### src/scfl_pkg.sv
// shared types, constants and helper functions for the size-class free-list allocator
`timescale 1ns / 1ps
`default_nettype none
package scfl_pkg;

  localparam int unsigned DEF_ARENA_BYTES = 65536;
  localparam int unsigned CHUNK_BYTES     = 4096;
  localparam int unsigned NUM_CLASSES     = 8;
  localparam int unsigned SLOT_SHIFT      = 5;
  localparam int unsigned HDR_BYTES       = 8;
  localparam int unsigned MIN_BLOCK       = 32;
  localparam int unsigned MAX_SMALL       = CHUNK_BYTES - HDR_BYTES;
  localparam int unsigned REM_W           = 13;
  localparam int unsigned CLS_W           = 3;
  localparam int unsigned FO_W            = 12;

  localparam logic [FO_W-1:0] FO_RESET = 12'd128;

  localparam logic REQ_ALLOC = 1'b0;
  localparam logic REQ_FREE  = 1'b1;

  localparam logic REG_FIRST_OFFSET = 1'b0;

  localparam logic [3:0] CLS_BULK = 4'd8;

  localparam logic [2:0] STAT_LIST      = 3'd0;
  localparam logic [2:0] STAT_HEAP      = 3'd1;
  localparam logic [2:0] STAT_BULK      = 3'd2;
  localparam logic [2:0] STAT_ZERO      = 3'd3;
  localparam logic [2:0] STAT_OOM       = 3'd4;
  localparam logic [2:0] STAT_FREED     = 3'd5;
  localparam logic [2:0] STAT_BULK_FREE = 3'd6;
  localparam logic [2:0] STAT_NULL_FREE = 3'd7;

  typedef enum logic [3:0] {
    ST_IDLE,
    ST_DECODE,
    ST_FREE_RD,
    ST_SETUP,
    ST_SIZE,
    ST_CLASS,
    ST_POP_RD,
    ST_NEXT,
    ST_OOM,
    ST_RETIRE,
    ST_HEAP_HDR,
    ST_HEAP_REM
  } state_t;

  typedef enum logic {
    ALU_ADD,
    ALU_SUB
  } alu_op_t;

  typedef struct packed {
    logic rd_en;
    logic link_we;
    logic cls_we;
  } mem_ctl_t;

  typedef struct packed {
    logic        req_type;
    logic [19:0] req_size;
    logic [31:0] free_addr;
  } in_item_t;

  typedef struct packed {
    logic [15:0] user_addr;
    logic [3:0]  size_class;
    logic [2:0]  status;
  } out_item_t;

  // smallest class whose block holds v + 1 bytes, v = size + header - 1
  function automatic logic [CLS_W-1:0] class_of(input logic [11:0] v);
    logic [CLS_W-1:0] c;
    c = '0;
    for (int i = 0; i < 7; i++) begin
      if (v[i+5]) c = CLS_W'(i + 1);
    end
    return c;
  endfunction

  // largest class that fits in a chunk remainder
  function automatic logic [CLS_W-1:0] rem_class(input logic [11:0] r);
    logic [CLS_W-1:0] c;
    c = '0;
    for (int i = 0; i < 7; i++) begin
      if (r[i+5]) c = CLS_W'(i);
    end
    return c;
  endfunction

  function automatic out_item_t mk_out(input logic [15:0] a, input logic [3:0] c,
                                       input logic [2:0] s);
    out_item_t o;
    o.user_addr  = a;
    o.size_class = c;
    o.status     = s;
    return o;
  endfunction

endpackage
`default_nettype wire

### src/scfl_alu.sv
// shared add/subtract unit with carry or borrow out
`timescale 1ns / 1ps
`default_nettype none
module scfl_alu
  import scfl_pkg::*;
#(
  parameter int unsigned W = 17
) (
  input  alu_op_t        op,
  input  logic [W-1:0]   a,
  input  logic [W-1:0]   b,
  output logic [W-1:0]   y,
  output logic           co
);

  logic [W:0] s;

  always_comb begin
    case (op)
      ALU_SUB: s = {1'b0, a} - {1'b0, b};
      default: s = {1'b0, a} + {1'b0, b};
    endcase
  end

  assign y  = s[W-1:0];
  assign co = s[W];

endmodule
`default_nettype wire

### config.mk
export PLATFORM = sky130hd
export DESIGN_NAME = scfl_alu
export DESIGN_NICKNAME = d
export VERILOG_FILES = /design/src/scfl_pkg.sv /design/src/scfl_alu.sv
export SDC_FILE = /design/constraint.sdc
export NUM_CORES = 1
export LEC_CHECK = 0
export BUFFER_PORTS_ARGS = -buffer_cell sky130_fd_sc_hd__buf_2
export CAP_MARGIN = 20
export CORE_AREA = 2 2 56 58
export DETAILED_ROUTE_END_ITERATION = 7
export DIE_AREA = 0 0 58 60
export PLACE_DENSITY = 0.74
export SLEW_MARGIN = 15
export SYNTH_ARGS = -nofsm -noshare
export SYNTH_HDL_FRONTEND = slang
export SYNTH_SLANG_ARGS = --single-unit
### constraint.sdc
create_clock -name vclk -period 4.1
set_input_delay 0.41 -clock vclk [all_inputs]
set_output_delay 0.41 -clock vclk [all_outputs]
set_load 0.005 [all_outputs]
==> results of run 1 <==
metrics by stage:
step	hold WS, ns	power [W]	std cells	worst slack (ns)
after floorplan	0.951	0.000222	177	0.908
after global placement	1.17	0.000328	259	0.447
after detailed placement	1.17	0.000330	259	0.446
after CTS	1.18	0.000331	259	0.436
after global routing	1.22	0.000373	259	0.141
final	1.18	0.000330	259	0.351
layer usage:
layer  vias up  routed length (um)  track usage
met3         4                 153      0.00216
met1       616                1480        0.261
met2        43                1450        0.321
li1        744                   -            -
met5         -                   0            0
met4         0                  40       0.0299
kinds of logic (layout without fill, tap and decap cells):
kind of cell / after synthesis / after routing
AOI/OAI and AO/OA: 57 / 57
adders and majority gates: 19 / 19
and+or+nand+nor: 57 / 57
muxes: 1 / 1
buffers and inverters: 13 / 62
xor gates and xnor gates: 30 / 30
cell usage after synthesis (all sizes together), types with 3 or more instances:
cell	count
a31oi	5
and3	3
xor2	6
ha	18
inv	9
o21bai	3
o21ai	8
nor2	25
nand3	3
a21oi	17
o211ai	3
xnor2	24
nand2	10
o21a	6
a21o	6
nor3	7
area by class of cell:
class / instances / area [sq um]
multi-input cells: 164 / 1180
repair buffers: 53 / 265
fillers: 317 / 1380
inverters: 9 / 33.8
well taps: 33 / 41.3
where the power goes:
group / switching (W) / internal [W]
Sequential: 0 / 0
Clock: 0 / 0
Combinational: 0.000172 / 0.000159
how the worst max path moves through the flow:
| stage | end | slack [ns] | start | cells after the start |
|---|---|---|---|---|
| 2_1_floorplan | co | 0.91 | b[0] | 14 |
| 3_3_place_gp | y[15] | 0.45 | b[0] | 16 |
| 3_5_place_dp | y[16] | 0.45 | b[0] | 13 |
| 4_1_cts | y[15] | 0.44 | b[0] | 16 |
| 5_1_grt | y[15] | 0.14 | b[0] | 16 |
| 6_report | y[16] | 0.35 | b[0] | 13 |
==> impl_metrics.ini, run 1 <==
[worst_setup_path]
crit_family = simple AND/OR/NAND/NOR gates
cp_max_fo = 6
crit_arrival_ns = 3.34
critPathKind = in -> out
endpoint_kind = output pin
path_buf_inv = 3
worstPathCellList = buf_2, inv_1, ha_1, nand2b_1, or4_4, nor3_4, a21oi_1, xnor2_1, ha_1, nand4_1, o41ai_1, xor2_1, buf_2
max_stage_delay_ns = 0.64
required_ns = 3.69
crit_slowest_cell = o41ai_1
startpoint_type = primary input

[synthesis]
synth_xor_area_frac = 0.213
yosysTopAreaCellShare = 0.182
synthAdderAreaFrac = 0.198
synthMuxAreaShare = 0.00810
yosysTopAreaCell = ha_1
syn-num-nets = 231
yosys-top-cells-area = ha_1 (18%), xnor2_1 (17%), nor2_1 (7.6%)
ys_warn_count = 0
synth_top_family_by_area = compound AO/OA/AOI/OAI gates
syn_inst = 177
ys_types = 41
synth-compound-area-share = 0.310
synth-seq-area-share = 0
syn_area_sq_mm = 0.00124
synthSimpleGateAreaFrac = 0.230
syn_area_per_cell_sq_um = 6.98

[global_routing]
antenna_found_initial = 0
first_global_vias = 1260
globalRouteOverflowTotal = 0
grt_start_max_net_pins = 18
grt_usage = 0.185
grt_pass1_wl_um = 5220

[power_and_ir_drop]
leakage_nw = 0.732
powerDensity_mw_per_mm2 = 217
ir_worst_vdd_mv = 0.115

[cells_and_area]
design_area_sq_mm = 0.00153
areaGrowthSynthToFinish_pct = 23.4
seq_cells = 0
diodes = 0
final_nets = 282
layout-drive-gt1-share = 0.274
layout_commonest_cell = buf_2
fin_util = 0.525
clkbuf_count = 0
regArea_sq_um = 0
layout_common_cells = buf_2 (53), nor2_1 (25), xnor2_1 (24)

[route]
drt-pass1-iter-count = 4
antenna_left = 0
drt_first_iter_violations = 55
via_count = 1407
wl_per_cell_um = 12.1
wl_um = 3130
drc = 0
drt-vias-per-instance = 5.43

[cts]
postCtsSetupBuffers = 0
cts.repair.resized = 0
hold_buffers = 0

[floorplan]
core_sq_mm = 0.00290
placementRows = 20
initial_core_util = 0.426
die_w_um = 58
die_y_um = 60
die-area_sq_mm = 0.00348
ios = 53

[flow_run]
max_cap_viol_count = 0

[timing]
finalHoldViolCount = 0
tightest_slew_ns = 0.581
final_max_slew_viol_count = 0
min_period_ns = 3.75
max_freq_mhz = 267
setup_viol = 0
finalCritPeriodShare = 0.914
slew_headroom = 0.608
rsz0062_at_grt = no
setup_tns_ns = 0

[status]
outcome = completed

[place]
gp_congestion = 0.931
dpl-instance-area_sq_mm = 0.00153
dpl.hpwl_um = 2720
port_buffers = 53

[worst_hold_path]
hold-path-endpoint = y[0]
hp-class = in -> out
hp-start = b[0]
whs_path_depth = 4
Power figures use the tool's default switching activity.
==> run 2: changes to the inputs <==
==> constraint.sdc (replaced) <==
create_clock -name vclk -period 4.4
set_input_delay 0.44 -clock vclk [all_inputs]
set_output_delay 0.44 -clock vclk [all_outputs]
set_load 0.005 [all_outputs]
==> run 2 against run 1 <==
  * Total power is 6.9% lower
  * Combinational power down 7.0%
  * Largest cell class unchanged
  * Highest routed layer unchanged
  * Utilization unchanged
  * Critical path type unchanged
==> impl_metrics.ini, run 2 (synthesis results as in run 1) <==
[status]
outcome = completed

[worst_setup_path]
endpoint_kind = output pin
crit_family = compound AO/OA/AOI/OAI gates
max_stage_delay_ns = 0.46
crit_start = b[0]
critPathKind = in -> out
cp.depth = 16
crit_slowest_cell = or4_4
startpoint_type = primary input
required_ns = 3.96
cp_max_fo = 8
path_buf_inv = 3
worstPathCellList = buf_2, inv_1, ha_1, nand2b_1, or4_4, nor3_1, nor2_1, xnor2_1, ha_1, a21oi_1, o211ai_1, o21a_1, a31o_1, a21oi_2, xnor2_1, buf_2
crit_arrival_ns = 3.35

[route]
wl_um = 3070
antenna_left = 0
drt_first_iter_violations = 39
drc = 0
wl_per_cell_um = 11.8
via_count = 1398
drt-vias-per-instance = 5.40
drt-pass1-iter-count = 4

[global_routing]
antenna_found_initial = 0
grt_usage = 0.182
grt_pass1_wl_um = 5130
first_global_vias = 1273
grt_start_max_net_pins = 18
globalRouteOverflowTotal = 0

[power_and_ir_drop]
intPower_w = 0.000148
p_sw_frac = 0.519
p_comb_frac = 1.000
seqPwrFrac = 0
ir_worst_vdd_mv = 0.113
leakage_nw = 0.732
p_total_w = 0.000307
power_switching_w = 0.000160
powerDensity_mw_per_mm2 = 202
clockPowerShare = 0

[cells_and_area]
fin_util = 0.525
diodes = 0
seq_cells = 0
final_nets = 282
regArea_sq_um = 0
final_cells = 259
layout_commonest_cell = buf_2
layout_common_cells = buf_2 (53), nor2_1 (25), xnor2_1 (24)
clkbuf_count = 0
layout-drive-gt1-share = 0.274
areaGrowthSynthToFinish_pct = 23.4
nFillCells = 309
multi_input_area_sq_mm = 0.00118

[floorplan]
initial_core_util = 0.426
die-area_sq_mm = 0.00348
die_w_um = 58
placementRows = 20
die_y_um = 60
ios = 53
core_sq_mm = 0.00290

[cts]
postCtsSetupBuffers = 0
hold_buffers = 0
cts.repair.resized = 0

[worst_hold_path]
hp-class = in -> out
hp-start = b[0]
whs_path_depth = 4

[timing]
tightest_slew_ns = 0.573
setup_tns_ns = 0
setup_viol = 0
finalCritPeriodShare = 0.862
max_freq_mhz = 264
slew_headroom = 0.613
finalHoldViolCount = 0
rsz0062_at_grt = no
min_period_ns = 3.79
final_max_slew_viol_count = 0

[flow_run]
max_cap_viol_count = 0

[place]
dpl.hpwl_um = 2730
place_inst = 259
gp_congestion = 0.931
port_buffers = 53
[run 2: area by class of cell]
class,count,share of cell area
inverters,9,0.0221
multi-input cells,164,0.777
well taps,33,0.0271
repair buffers,53,0.174
[run 2: metrics by stage]
stage | hold WS [ns] | setup WS (ns) | instance area, sq um
floorplan | 1.01 | 1.15 | 1240
finish | 1.24 | 0.606 | 1530
global placement | 1.23 | 0.687 | 1530
global route | 1.27 | 0.339 | 1530
CTS | 1.24 | 0.640 | 1530
detailed placement | 1.24 | 0.653 | 1530
[run 2: per-layer routing]
metal,up-vias,track usage,share of wire
met3,6,0.00649,0.055
met4,0,0.0299,0.016
met5,-,0,0
met2,40,0.321,0.46
met1,610,0.251,0.47
li1,742,-,-
[run 2: final timing paths]
| check | endpoint | slack [ns] |
|---|---|---|
| setup / recovery | y[15] | 0.61 |
| hold / removal | y[0] | 1.24 |
[run 2: power groups by stage]
stage | sequential [W] | clock (W) | combinational [W]
2_1_floorplan | 0 | 0 | 0.000207
6_report | 0 | 0 | 0.000307
3_5_place_dp | 0 | 0 | 0.000308
4_1_cts | 0 | 0 | 0.000309
3_3_place_gp | 0 | 0 | 0.000306
5_1_grt | 0 | 0 | 0.000347
==> run 3: changes to the inputs <==
--- a/config.mk
+++ b/config.mk
@@ -7,10 +7,9 @@
 export LEC_CHECK = 0
 export BUFFER_PORTS_ARGS = -buffer_cell sky130_fd_sc_hd__buf_2
 export CAP_MARGIN = 20
-export CORE_AREA = 2 2 56 58
+export CORE_AREA = 2 2 63 65
 export DETAILED_ROUTE_END_ITERATION = 7
-export DIE_AREA = 0 0 58 60
-export PLACE_DENSITY = 0.74
+export DIE_AREA = 0 0 65 67
 export SLEW_MARGIN = 15
 export SYNTH_ARGS = -nofsm -noshare
 export SYNTH_HDL_FRONTEND = slang
==> run 3 against run 2 <==
  * Combinational power barely moved
  * Sequential share of layout area did not move
  * Setup slack got worse by 0.014 ns
  * Cell count rose by 5.8%
  * Via count fell by 1.4%
  * Critical path depth did not move
  * First-iteration DRC count rose by 120%
  * Flip-flop and latch count did not move
  * Total power rose by 0.47%
  * Critical endpoint is now co
  * Largest power group unchanged
==> impl_metrics.ini, run 3 (synthesis results as in run 1) <==
[route]
antenna_left = 0
wl_per_cell_um = 11.7
via_count = 1378
drc = 0
drt_first_iter_violations = 86
wl_um = 3220
drt-pass1-iter-count = 4
drt-vias-per-instance = 5.03

[cells_and_area]
areaGrowthSynthToFinish_pct = 24.9
design_area_sq_mm = 0.00154
fin_util = 0.428
clkbuf_count = 0
multi_input_area_sq_mm = 0.00118
final_nets = 282
regArea_sq_um = 0
nFillCells = 400
layout_common_cells = buf_2 (53), nor2_1 (25), xnor2_1 (24)
layout_commonest_cell = buf_2
diodes = 0
layout-drive-gt1-share = 0.274
seq_cells = 0

[global_routing]
antenna_found_initial = 0
first_global_vias = 1225
globalRouteOverflowTotal = 0
grt_pass1_wl_um = 5110
grt_start_max_net_pins = 18
grt_usage = 0.142

[timing]
final_max_slew_viol_count = 0
tightest_slew_ns = 0.401
min_period_ns = 3.81
finalCritPeriodShare = 0.865
setup_tns_ns = 0
setup_ws_ns = 0.593
setup_viol = 0
rsz0062_at_grt = no
max_freq_mhz = 263
finalHoldViolCount = 0
slew_headroom = 0.730

[floorplan]
die_w_um = 65
initial_core_util = 0.343
die_y_um = 67
placementRows = 22
ios = 53
die-area_sq_mm = 0.00436
core_sq_mm = 0.00361

[worst_setup_path]
crit_top_cell = a21oi_1
worstPathCellList = buf_2, inv_1, ha_1, nand2b_1, or4_4, nor3_4, a21oi_1, xnor2_1, ha_1, a21oi_1, o21ai_0, a221oi_1, nand3_1, a21oi_1, xnor2_1, buf_2
path_buf_inv = 3
critPathKind = in -> out
crit_arrival_ns = 3.37
crit_family = compound AO/OA/AOI/OAI gates
max_stage_delay_ns = 0.46
required_ns = 3.96
cp_max_fo = 6
endpoint_kind = output pin
startpoint_type = primary input
crit_slowest_cell = or4_4

[worst_hold_path]
hold-path-endpoint = y[0]
whs_path_depth = 4
hp-class = in -> out
hp-start = b[0]

[power_and_ir_drop]
p_total_w = 0.000309
ir_worst_vdd_mv = 0.0578
powerDensity_mw_per_mm2 = 200
leakage_nw = 0.732

[cts]
hold_buffers = 0
postCtsSetupBuffers = 0
cts.repair.resized = 0

[place]
gp_congestion = 0.930
dpl-instance-area_sq_mm = 0.00154
dp_slack_ns = 0.613
port_buffers = 53
dpl.hpwl_um = 2870

[status]
outcome = completed

[flow_run]
max_cap_viol_count = 0
-- run 3: cell counts in the layout (fill, tap and decap cells not counted) --
Identical to the previous run, type by type.
-- run 3: report_power, final --
group	switching (W)	internal [W]	leakage (nW)
Clock	0	0	0
Combinational	0.000161	0.000148	0.732
Sequential	0	0	0
-- run 3: area by class of cell --
type	count	area share
repair buffers	53	0.172
inverters	9	0.0219
multi-input cells	164	0.767
well taps	48	0.0389
-- run 3: how the worst max path moves through the flow --
stage	from	endpoint	slack, ns	cells after the start
after global placement	b[0]	y[15]	0.66	16
after detailed placement	b[0]	co	0.61	16
after global routing	b[0]	y[15]	0.41	16
final	b[0]	co	0.59	16
after CTS	b[0]	co	0.61	16
after floorplan	b[0]	co	1.15	14
-- run 3: worst min-delay path, stage by stage --
cell	delay (ns)
buf_2	0.10
ha_1	0.12
inv_1	0.03
buf_2	0.11
-- run 3: routing by layer --
metal,vias up,share of wire,GRT usage
met4,0,0,0
met1,609,0.48,0.191
met5,-,0,0
met2,30,0.49,0.267
met3,0,0.037,0.00338
li1,739,-,-
-- run 3: metrics by stage --
stage | hold slack, ns | std cells
floorplan | 1.01 | 177
global placement | 1.23 | 274
detailed placement | 1.24 | 274
CTS | 1.24 | 274
global route | 1.26 | 274
finish | 1.23 | 274
